--- config.mk ---
export PLATFORM = sky130hd
export DESIGN_NAME = binomial_reduce_schedule_gen_core
export DESIGN_NICKNAME = d
export VERILOG_FILES = /design/src/hw/rtl/brsg_pkg.sv /design/src/hw/rtl/brsg_dp.sv /design/src/hw/rtl/brsg_ctrl.sv /design/src/hw/rtl/binomial_reduce_schedule_gen_core.sv
export SDC_FILE = /design/constraint.sdc
export NUM_CORES = 1
export LEC_CHECK = 0
export ABC_AREA = 1
export BUFFER_PORTS_ARGS = -buffer_cell sky130_fd_sc_hd__buf_2
export CELL_PAD_IN_SITES_DETAIL_PLACEMENT = 1
export CELL_PAD_IN_SITES_GLOBAL_PLACEMENT = 2
export CORE_UTILIZATION = 36
export DETAILED_ROUTE_END_ITERATION = 10
export PLACE_DENSITY_LB_ADDON = 0.3
export SYNTH_ARGS = -nofsm -noshare
export SYNTH_HDL_FRONTEND = slang
export SYNTH_SLANG_ARGS = --single-unit
--- constraint.sdc ---
create_clock -name i_clk -period 5.3 [get_ports i_clk]
set_input_delay 0 -clock i_clk [delete_from_list [all_inputs] [get_ports i_clk]]
set_output_delay 0 -clock i_clk [all_outputs]
set_load 0.005 [all_outputs]
--- src/hw/rtl/brsg_pkg.sv ---
// ----------------------------------------------------------------------------
// brsg_pkg
// Shared constants, step codes and controller/datapath interface structs for
// the binomial-tree reduce schedule generator.
// ----------------------------------------------------------------------------
package brsg_pkg;

    localparam int MAX_RANKS   = 1024;
    localparam int RANK_W      = $clog2(MAX_RANKS);
    localparam int GS_W        = RANK_W + 1;
    localparam int TDATA_W     = ((RANK_W + 7) / 8) * 8;
    localparam int IN_TUSER_W  = 2;
    localparam int KIND_W      = 3;
    localparam int CFG_ADDR_W  = 1;

    localparam logic [CFG_ADDR_W-1:0] CFG_GROUP_SIZE = 1'b0;
    localparam logic [CFG_ADDR_W-1:0] CFG_MY_RANK    = 1'b1;

    typedef enum logic [KIND_W-1:0] {
        OP_COPY_IN   = 3'd0,
        OP_RECV_TEMP = 3'd1,
        OP_RED_TA    = 3'd2,
        OP_RED_AT    = 3'd3,
        OP_COPY_BACK = 3'd4,
        OP_SEND      = 3'd5,
        OP_RECV_ACC  = 3'd6,
        OP_ERROR     = 3'd7
    } t_op;

    typedef enum logic [1:0] {
        PEER_ZERO,
        PEER_CHILD,
        PEER_PARENT,
        PEER_ROOT
    } t_peer_sel;

    typedef struct packed {
        logic      load;
        logic      setup;
        logic      emit;
        t_op       kind;
        t_peer_sel peer_sel;
        logic      mask_shift;
        logic      flush;
    } t_cmd;

    typedef struct packed {
        logic err;
        logic need_copy;
        logic mask_lt_gs;
        logic mask_hit;
        logic child_lt_gs;
        logic comm;
        logic root_nz;
        logic rank_zero;
        logic rank_is_root;
        logic emit_ok;
        logic flush_ok;
    } t_stat;

endpackage

--- src/hw/rtl/brsg_dp.sv ---
// ----------------------------------------------------------------------------
// brsg_dp
// Datapath: config registers, latched request, tree level state, peer
// arithmetic, one-step hold stage (to place the last flag) and output register.
// ----------------------------------------------------------------------------
module brsg_dp
    import brsg_pkg::*;
(
    input  logic                  i_clk,
    input  logic                  i_rst_n,
    input  logic                  i_cfg_we,
    input  logic [CFG_ADDR_W-1:0] i_cfg_addr,
    input  logic [GS_W-1:0]       i_cfg_wdata,
    input  logic [RANK_W-1:0]     i_root,
    input  logic                  i_comm,
    input  logic                  i_inpl,
    input  t_cmd                  i_cmd,
    output t_stat                 o_stat,
    input  logic                  i_m_ready,
    output logic                  o_m_valid,
    output t_op                   o_m_kind,
    output logic [RANK_W-1:0]     o_m_peer,
    output logic                  o_m_last
);

    logic [GS_W-1:0]   r_gs;
    logic [RANK_W-1:0] r_rank;
    logic [RANK_W-1:0] r_root;
    logic              r_comm;
    logic              r_inpl;
    logic [RANK_W-1:0] r_rel;
    logic [GS_W-1:0]   r_mask;

    logic              r_pend_vld;
    t_op               r_pend_kind;
    logic [RANK_W-1:0] r_pend_peer;
    logic              r_out_vld;
    t_op               r_out_kind;
    logic [RANK_W-1:0] r_out_peer;
    logic              r_out_last;

    logic [RANK_W-1:0] lroot;
    logic [GS_W-1:0]   n_rel;
    logic [RANK_W-1:0] child;
    logic [RANK_W-1:0] parent_rel;
    logic [RANK_W-1:0] wrap_op;
    logic [GS_W-1:0]   wrap_sum;
    logic [GS_W-1:0]   wrap_res;
    logic [RANK_W-1:0] peer_val;
    logic              out_free;
    logic              move;

    assign lroot      = r_comm ? r_root : '0;
    assign n_rel      = ({1'b0, r_rank} >= {1'b0, lroot})
                      ? ({1'b0, r_rank} - {1'b0, lroot})
                      : ({1'b0, r_rank} + r_gs - {1'b0, lroot});
    assign child      = r_rel | r_mask[RANK_W-1:0];
    assign parent_rel = r_rel & ~r_mask[RANK_W-1:0];
    assign wrap_op    = (i_cmd.peer_sel == PEER_CHILD) ? child : parent_rel;
    assign wrap_sum   = {1'b0, wrap_op} + {1'b0, lroot};
    assign wrap_res   = (wrap_sum >= r_gs) ? (wrap_sum - r_gs) : wrap_sum;

    always_comb begin
        unique case (i_cmd.peer_sel)
            PEER_ZERO:   peer_val = '0;
            PEER_CHILD:  peer_val = wrap_res[RANK_W-1:0];
            PEER_PARENT: peer_val = wrap_res[RANK_W-1:0];
            PEER_ROOT:   peer_val = r_root;
            default:     peer_val = '0;
        endcase
    end

    assign out_free = !r_out_vld || i_m_ready;
    assign move     = r_pend_vld && (i_cmd.emit || i_cmd.flush);

    always_comb begin
        o_stat.err          = (r_gs == '0) || (r_gs > GS_W'(MAX_RANKS))
                           || ({1'b0, r_root} >= r_gs) || ({1'b0, r_rank} >= r_gs);
        o_stat.need_copy    = (r_rank != r_root) || !r_inpl;
        o_stat.mask_lt_gs   = r_mask < r_gs;
        o_stat.mask_hit     = |(r_mask[RANK_W-1:0] & r_rel);
        o_stat.child_lt_gs  = {1'b0, child} < r_gs;
        o_stat.comm         = r_comm;
        o_stat.root_nz      = r_root != '0;
        o_stat.rank_zero    = r_rank == '0;
        o_stat.rank_is_root = r_rank == r_root;
        o_stat.emit_ok      = !r_pend_vld || out_free;
        o_stat.flush_ok     = !r_pend_vld || out_free;
    end

    // control and config
    always_ff @(posedge i_clk) begin
        if (!i_rst_n) begin
            r_gs       <= GS_W'(1);
            r_rank     <= '0;
            r_pend_vld <= 1'b0;
            r_out_vld  <= 1'b0;
        end else begin
            if (i_cfg_we) begin
                unique case (i_cfg_addr)
                    CFG_GROUP_SIZE: r_gs   <= i_cfg_wdata;
                    CFG_MY_RANK:    r_rank <= i_cfg_wdata[RANK_W-1:0];
                    default:        r_gs   <= r_gs;
                endcase
            end
            if (i_cmd.emit) begin
                r_pend_vld <= 1'b1;
            end else if (i_cmd.flush) begin
                r_pend_vld <= 1'b0;
            end
            if (move) begin
                r_out_vld <= 1'b1;
            end else if (i_m_ready) begin
                r_out_vld <= 1'b0;
            end
        end
    end

    // payload
    always_ff @(posedge i_clk) begin
        if (i_cmd.load) begin
            r_root <= i_root;
            r_comm <= i_comm;
            r_inpl <= i_inpl;
        end
        if (i_cmd.setup) begin
            r_rel  <= n_rel[RANK_W-1:0];
            r_mask <= GS_W'(1);
        end else if (i_cmd.mask_shift) begin
            r_mask <= {r_mask[GS_W-2:0], 1'b0};
        end
        if (i_cmd.emit) begin
            r_pend_kind <= i_cmd.kind;
            r_pend_peer <= peer_val;
        end
        if (move) begin
            r_out_kind <= r_pend_kind;
            r_out_peer <= r_pend_peer;
            r_out_last <= i_cmd.flush;
        end
    end

    assign o_m_valid = r_out_vld;
    assign o_m_kind  = r_out_kind;
    assign o_m_peer  = r_out_peer;
    assign o_m_last  = r_out_last;

endmodule

--- src/hw/rtl/brsg_ctrl.sv ---
// ----------------------------------------------------------------------------
// brsg_ctrl
// Controller: walks the schedule (copy in, tree levels, final hop) and issues
// one step command per cycle to the datapath, emitting a step only while the output can take it.
// ----------------------------------------------------------------------------
module brsg_ctrl
    import brsg_pkg::*;
(
    input  logic  i_clk,
    input  logic  i_rst_n,
    input  logic  i_s_valid,
    output logic  o_s_ready,
    input  t_stat i_stat,
    output t_cmd  o_cmd
);

    typedef enum logic [3:0] {
        S_IDLE,
        S_SETUP,
        S_COPY,
        S_LEVEL,
        S_RECV,
        S_RED,
        S_CBACK,
        S_HOP,
        S_FLUSH
    } t_state;

    t_state r_state;
    t_state n_state;

    always_comb begin
        n_state        = r_state;
        o_cmd          = '0;
        o_cmd.kind     = OP_COPY_IN;
        o_cmd.peer_sel = PEER_ZERO;
        o_s_ready      = 1'b0;
        unique case (r_state)
            S_IDLE: begin
                o_s_ready = 1'b1;
                if (i_s_valid) begin
                    o_cmd.load = 1'b1;
                    n_state    = S_SETUP;
                end
            end
            S_SETUP: begin
                o_cmd.setup = 1'b1;
                if (i_stat.err) begin
                    if (i_stat.emit_ok) begin
                        o_cmd.emit = 1'b1;
                        o_cmd.kind = OP_ERROR;
                        n_state    = S_FLUSH;
                    end
                end else begin
                    n_state = i_stat.need_copy ? S_COPY : S_LEVEL;
                end
            end
            S_COPY: begin
                if (i_stat.emit_ok) begin
                    o_cmd.emit = 1'b1;
                    o_cmd.kind = OP_COPY_IN;
                    n_state    = S_LEVEL;
                end
            end
            S_LEVEL: begin
                if (!i_stat.mask_lt_gs) begin
                    n_state = S_HOP;
                end else if (i_stat.mask_hit) begin
                    if (i_stat.emit_ok) begin
                        o_cmd.emit     = 1'b1;
                        o_cmd.kind     = OP_SEND;
                        o_cmd.peer_sel = PEER_PARENT;
                        n_state        = S_HOP;
                    end
                end else if (i_stat.child_lt_gs) begin
                    n_state = S_RECV;
                end else begin
                    o_cmd.mask_shift = 1'b1;
                end
            end
            S_RECV: begin
                if (i_stat.emit_ok) begin
                    o_cmd.emit     = 1'b1;
                    o_cmd.kind     = OP_RECV_TEMP;
                    o_cmd.peer_sel = PEER_CHILD;
                    n_state        = S_RED;
                end
            end
            S_RED: begin
                if (i_stat.emit_ok) begin
                    o_cmd.emit = 1'b1;
                    if (i_stat.comm) begin
                        o_cmd.kind       = OP_RED_TA;
                        o_cmd.mask_shift = 1'b1;
                        n_state          = S_LEVEL;
                    end else begin
                        o_cmd.kind = OP_RED_AT;
                        n_state    = S_CBACK;
                    end
                end
            end
            S_CBACK: begin
                if (i_stat.emit_ok) begin
                    o_cmd.emit       = 1'b1;
                    o_cmd.kind       = OP_COPY_BACK;
                    o_cmd.mask_shift = 1'b1;
                    n_state          = S_LEVEL;
                end
            end
            S_HOP: begin
                if (!i_stat.comm && i_stat.root_nz
                    && (i_stat.rank_zero || i_stat.rank_is_root)) begin
                    if (i_stat.emit_ok) begin
                        o_cmd.emit = 1'b1;
                        if (i_stat.rank_zero) begin
                            o_cmd.kind     = OP_SEND;
                            o_cmd.peer_sel = PEER_ROOT;
                        end else begin
                            o_cmd.kind = OP_RECV_ACC;
                        end
                        n_state = S_FLUSH;
                    end
                end else begin
                    n_state = S_FLUSH;
                end
            end
            S_FLUSH: begin
                if (i_stat.flush_ok) begin
                    o_cmd.flush = 1'b1;
                    n_state     = S_IDLE;
                end
            end
            default: n_state = S_IDLE;
        endcase
    end

    always_ff @(posedge i_clk) begin
        if (!i_rst_n) begin
            r_state <= S_IDLE;
        end else begin
            r_state <= n_state;
        end
    end

endmodule

--- src/hw/rtl/binomial_reduce_schedule_gen_core.sv ---
// ----------------------------------------------------------------------------
// binomial_reduce_schedule_gen_core
// Binomial-tree reduce schedule generator: one request in, the ordered list
// of copy/receive/reduce/send steps for this rank out.
//
//   channel   dir  handshake               payload
//   s_axis    in   tvalid/tready           tdata: root; tuser: commutative, in_place
//   m_axis    out  tvalid/tready, tlast    tdata: peer; tuser: op_kind
//   cfg       in   i_cfg_we                i_cfg_addr, i_cfg_wdata
//
// One request at a time; the controller emits at most one step per cycle. A
// request runs through idle, setup and, if needed, copy, then for each tree
// level up to the level check, receive, reduce and copy-back states, then the
// closing level check, hop and flush, before the next request is accepted.
// A one-step hold stage places tlast; the output register lets the next step
// be built while the previous one waits. m_axis stalls hold the controller.
// Synchronous active-low reset; config resets to group_size 1, my_rank 0.
// ----------------------------------------------------------------------------
module binomial_reduce_schedule_gen_core
    import brsg_pkg::*;
(
    input  logic                  i_clk,
    input  logic                  i_rst_n,
    input  logic                  i_cfg_we,
    input  logic [CFG_ADDR_W-1:0] i_cfg_addr,
    input  logic [GS_W-1:0]       i_cfg_wdata,
    input  logic                  s_axis_tvalid,
    output logic                  s_axis_tready,
    input  logic [TDATA_W-1:0]    s_axis_tdata,  // root
    input  logic [IN_TUSER_W-1:0] s_axis_tuser,  // commutative, in_place
    output logic                  m_axis_tvalid,
    input  logic                  m_axis_tready,
    output logic [TDATA_W-1:0]    m_axis_tdata,  // peer
    output logic [KIND_W-1:0]     m_axis_tuser,  // op_kind
    output logic                  m_axis_tlast
);

    t_cmd              cmd;
    t_stat             stat;
    t_op               out_kind;
    logic [RANK_W-1:0] out_peer;

    brsg_ctrl u_ctrl (
        .i_clk     (i_clk),
        .i_rst_n   (i_rst_n),
        .i_s_valid (s_axis_tvalid),
        .o_s_ready (s_axis_tready),
        .i_stat    (stat),
        .o_cmd     (cmd)
    );

    brsg_dp u_dp (
        .i_clk       (i_clk),
        .i_rst_n     (i_rst_n),
        .i_cfg_we    (i_cfg_we),
        .i_cfg_addr  (i_cfg_addr),
        .i_cfg_wdata (i_cfg_wdata),
        .i_root      (s_axis_tdata[RANK_W-1:0]),
        .i_comm      (s_axis_tuser[0]),
        .i_inpl      (s_axis_tuser[1]),
        .i_cmd       (cmd),
        .o_stat      (stat),
        .i_m_ready   (m_axis_tready),
        .o_m_valid   (m_axis_tvalid),
        .o_m_kind    (out_kind),
        .o_m_peer    (out_peer),
        .o_m_last    (m_axis_tlast)
    );

    assign m_axis_tdata = TDATA_W'(out_peer);
    assign m_axis_tuser = out_kind;

endmodule

==> run summary <==
The flow ran to the end, and the final reports show no timing, DRC or antenna violations. The number of DRC violations after detailed-routing iteration 0 came out at 339. The tools report the share of power burned in registers as 0.191. The wire length of the first global-routing pass is 37000 microns, and the number of flops mapped to enable cells by yosys is 49. After detailed routing, the number of vias per cell comes to 4.97. Across the run, the number of max-cap violations was 0. The met1 track demand over resource was 0.328; the total power density per cell area was 721 nW/um^2. The final-layout fill cell count is 2466. The setup check on the worst reg-to-reg path leaves a slack of 0.40 ns. The path with the worst hold slack has its endpoint at u_ctrl.r_state[3]. The run gives 0.246 as the overall track demand over capacity in global routing. Die height: 144 microns.

CTS built an H-tree with a depth of 3. Yosys printed 0 warnings. The total leakage power was 0.00426 uW. The core region is 19600 sq um.

During placement, the flow inserted port buffers numbering 44. At the end of the flow, the number of nets in the layout was 1217. The logs give 19800 microns for the detailed-placement wirelength estimate and 3100 uW for the internal power contribution.

The most instantiated library cell after synthesis is sky130_fd_sc_hd__nand2_1. The classification of the worst setup path was flop to flop. The proportion of total power due to net switching works out to 0.510. The tools report the sequential-to-total area share from yosys stat as 0.308. The number of endpoints with negative hold slack in the final report was 0. Compared with the post-synthesis result, the final layout area differs by 20.9%.

The share of async-settable or async-resettable flops after synthesis came out at 0. The number of inserted diodes was 0. The cell area that synthesis handed to floorplanning was 7250 sq um. Averaged over all synthesized cells, the footprint is 7.50 sq um. The analysis attributes to net switching a power of 3230 uW.

The logs give 0 for the total count of max-transition violations in the final report and 0.0363 for the global routing met3 resource utilization. For the final database, setup skew stands at 0.00996 ns. For this run, design rule violations remaining after detail routing come to 0. STA puts the critical path data arrival time at 5.00 ns. The run gives 4 as the iteration count of the initial detailed-routing pass.

The worst register-to-register path ends at u_dp.r_pend_peer[8]. Synthesis inferred 87 register bits. Data on the critical path is required at its endpoint by 5.40 ns. Clock net sink count: 87. The run gives 25 as the pin count of the biggest net entering global routing. By area the synthesized netlist is led by sky130_fd_sc_hd__edfxtp_1 20%, sky130_fd_sc_hd__ha_1 14%, sky130_fd_sc_hd__nand2_1 11%. Routability-driven placement finished with a final weighted congestion of 0.861. The horizontal die dimension is 144 microns, and the number of antenna violations at the first check in global routing is 0. The worst hold path passes through 3 cells. The cell taking the most area after synthesis was sky130_fd_sc_hd__edfxtp_1. The tools report the launch point of the worst path as u_dp.r_gs[9]. The combinational group share of total power was 0.693. The fraction of synthesized cell area taken by the top area cell type is 0.203, and the number of ports placed on the die boundary is 57. The total overflow left after global routing is 0. End-of-flow core utilization: 0.448.

The worst register-to-register path begins at u_dp.r_gs[9]. The tools report the kind of end point of the critical path as a flop. In this run the worst path has a maximum fanout of 9.

The number of global-route vias before repair was 6713; the area of the die was 20700 sq um. The highest cell delay on the worst timing path came out at 0.40 ns. Counting instances in the post-synthesis netlist gives the leading cell types as 210 x sky130_fd_sc_hd__nand2_1, 140 x sky130_fd_sc_hd__inv_1, 96 x sky130_fd_sc_hd__nor2_1. For this run, the top clock speed supported by timing is 204 MHz. Critical-path cell with the highest stage delay: sky130_fd_sc_hd__dfxtp_1. On the final layout, the worst hold slack is 0.0598 ns. Initial standard-cell utilization of the core: 0.370.

The nature of the critical path startpoint was a flop. The tools report the root buffer cell as sky130_fd_sc_hd__clkbuf_16. The worst-case reg-to-reg path depth was 32; the clock period minus final worst setup slack was 4.90 ns. The portion of the clock cycle consumed by the worst path in the final layout works out to 0.925.

The standard-cell row count came out at 51. The worst hold path begins at i_rst_n. No sink is reached through more buffers than the 2 on the longest clock path. After detailed routing, the average wire length per cell comes to 18.0 microns.

Setup violations remaining at the end of the flow were counted as 0. The count of nets left with antenna violations once routing finished came out at 0. The count of different cell masters after synthesis is 48. The peak-usage layer in the global routing report is met2. Total detailed-routing wirelength: 24400 microns. Clock-pin slew was measured on the worst setup and hold paths at 0.07 ns.

The later pin in the worst-skew pair is clocked with a latency of 0.36 ns. The part of the power in the clock network was 0.116. Across all layers, the routed design uses 6743 vias.

The worst slew margin relative to its limit is 0.369, and the slew at the pin closest to its max-slew limit is 0.943 ns. The path class of the lowest-slack min-delay path is input port to flop. Among all flip-flop cells after synthesis, the most frequent one is sky130_fd_sc_hd__edfxtp_1. TritonCTS built the clock tree.

The fraction of layout instances using a drive strength above 1 is 0.166, and the met2 global-route usage is 0.412. After technology mapping, the gate count stands at 967. VDD sags by at most 0.000318 V. The number of clock buffers inserted by TritonCTS is 9.
## cell families (layout without fill, tap and decap cells)
group                    after synthesis  count (layout)  synth area share
AND/OR/NAND/NOR                      407             408             0.244
XOR/XNOR                              25              25            0.0302
buffers and inverters                172             291            0.0952
other                                  1               6          0.000517
adder cells (fa/ha/maj)               95              95             0.176
flip-flops                            87              87             0.308
AO/OA/AOI/OAI                        180             180             0.146
## worst max path at each step
stage	slack, ns	endpoint	cells past startpoint
4_1_cts	0.15	u_dp.r_pend_peer[4]	32
3_5_place_dp	0.18	u_dp.r_pend_peer[4]	32
5_1_grt	-0.01	u_dp.r_pend_peer[8]	32
3_3_place_gp	0.29	u_dp.r_pend_peer[4]	32
2_1_floorplan	0.85	u_dp.r_pend_peer[1]	31
6_report	0.40	u_dp.r_pend_peer[8]	32
## sequential cells by signal, summed over array words and instances (netlist names)
register	cells
u_dp.r_pend_vld	1
u_ctrl.r_state	4
u_dp.r_mask	11
u_dp.r_pend_peer	10
u_dp.r_inpl	1
u_dp.r_gs	11
u_dp.r_comm	1
u_dp.r_rank	10
u_dp.r_root	10
u_dp.r_rel	10
u_dp.o_m_valid	1
u_dp.o_m_last	1
u_dp.o_m_peer	10
u_dp.r_pend_kind	3
u_dp.o_m_kind	3
## cells in the final DEF (no fill, tap or decap), types with 3 or more instances in the layout
master and instances:
sky130_fd_sc_hd__nand2_1 209, sky130_fd_sc_hd__inv_1 139, sky130_fd_sc_hd__nor2_1 94, sky130_fd_sc_hd__ha_1 82, sky130_fd_sc_hd__a21oi_1 74, sky130_fd_sc_hd__buf_4 54
sky130_fd_sc_hd__o21ai_0 49, sky130_fd_sc_hd__edfxtp_1 49, sky130_fd_sc_hd__nand3_1 46, sky130_fd_sc_hd__buf_2 44, sky130_fd_sc_hd__dfxtp_1 36, sky130_fd_sc_hd__dlygate4sd3_1 25
sky130_fd_sc_hd__xor2_1 15, sky130_fd_sc_hd__inv_2 13, sky130_fd_sc_hd__or2_2 11, sky130_fd_sc_hd__o21ai_1 11, sky130_fd_sc_hd__fa_1 11, sky130_fd_sc_hd__xnor2_1 10
sky130_fd_sc_hd__nand4_1 9, sky130_fd_sc_hd__o211ai_1 9, sky130_fd_sc_hd__clkbuf_16 9, sky130_fd_sc_hd__nand3_2 8, sky130_fd_sc_hd__a21boi_0 7, sky130_fd_sc_hd__o21bai_1 7
sky130_fd_sc_hd__nor3_1 6, sky130_fd_sc_hd__a21o_1 6, sky130_fd_sc_hd__conb_1 6, sky130_fd_sc_hd__a21oi_2 5, sky130_fd_sc_hd__nand2_2 5, sky130_fd_sc_hd__nor2_2 4
sky130_fd_sc_hd__nor2_4 3, sky130_fd_sc_hd__nor3_2 3
## cell type report
| cell class | count | area [sq um] | share of cell area |
|---|---|---|---|
| Tap cell | 265 | 332 | 0.0378 |
| Inverter | 152 | 571 | 0.0651 |
| Sequential cell | 87 | 2230 | 0.255 |
| Clock buffer | 9 | 225 | 0.0257 |
| Clock inverter | 7 | 115 | 0.0131 |
| Multi-Input combinational cell | 714 | 4420 | 0.504 |
| Timing Repair Buffer | 123 | 876 | 0.0999 |
## power by group through the flow
stage / clock [uW] / combinational, uW / sequential [uW]
floorplan: 0 / 3040 / 1170
global placement: 0 / 4060 / 1220
detailed placement: 0 / 4140 / 1230
CTS: 749 / 4180 / 1210
global route: 777 / 4950 / 1230
finish: 734 / 4390 / 1210
## through the flow
step / setup TNS, ns / instances / total power, uW / setup WS, ns / cell area, sq um
after floorplan: 0 / 972 / 4210 / 0.851 / 7270
after global placement: 0 / 1306 / 5280 / 0.287 / 8040
after detailed placement: 0 / 1306 / 5370 / 0.184 / 8040
after CTS: 0 / 1347 / 6140 / 0.154 / 8630
after global routing: -0.0196 / 1357 / 6960 / -0.0118 / 8770
final: 0 / 1357 / 6330 / 0.396 / 8770
## layer usage
| layer | wire, microns | part of all wire |
|---|---|---|
| met5 | 0 | 0 |
| met4 | 367 | 0.015 |
| met3 | 736 | 0.030 |
| met2 | 11700 | 0.48 |
| met1 | 11700 | 0.48 |
## timing repair
item / CTS / global route
endpoints found under the setup margin: 0 / 10
hold buffers: 25 / 0
setup buffers: 0 / 9
resized for setup: 0 / 17
hold endpoints to repair: 28 / 0
## worst max-delay path: cells and delay by family (launching register included)
family,cells,cell delay [ns]
adder cells (fa/ha/maj),5,1.39
buffers and inverters,7,0.55
AND/OR/NAND/NOR,15,1.76
flip-flops,1,0.40
AO/OA/AOI/OAI,5,0.53
(Power assumes the default switching activity.)
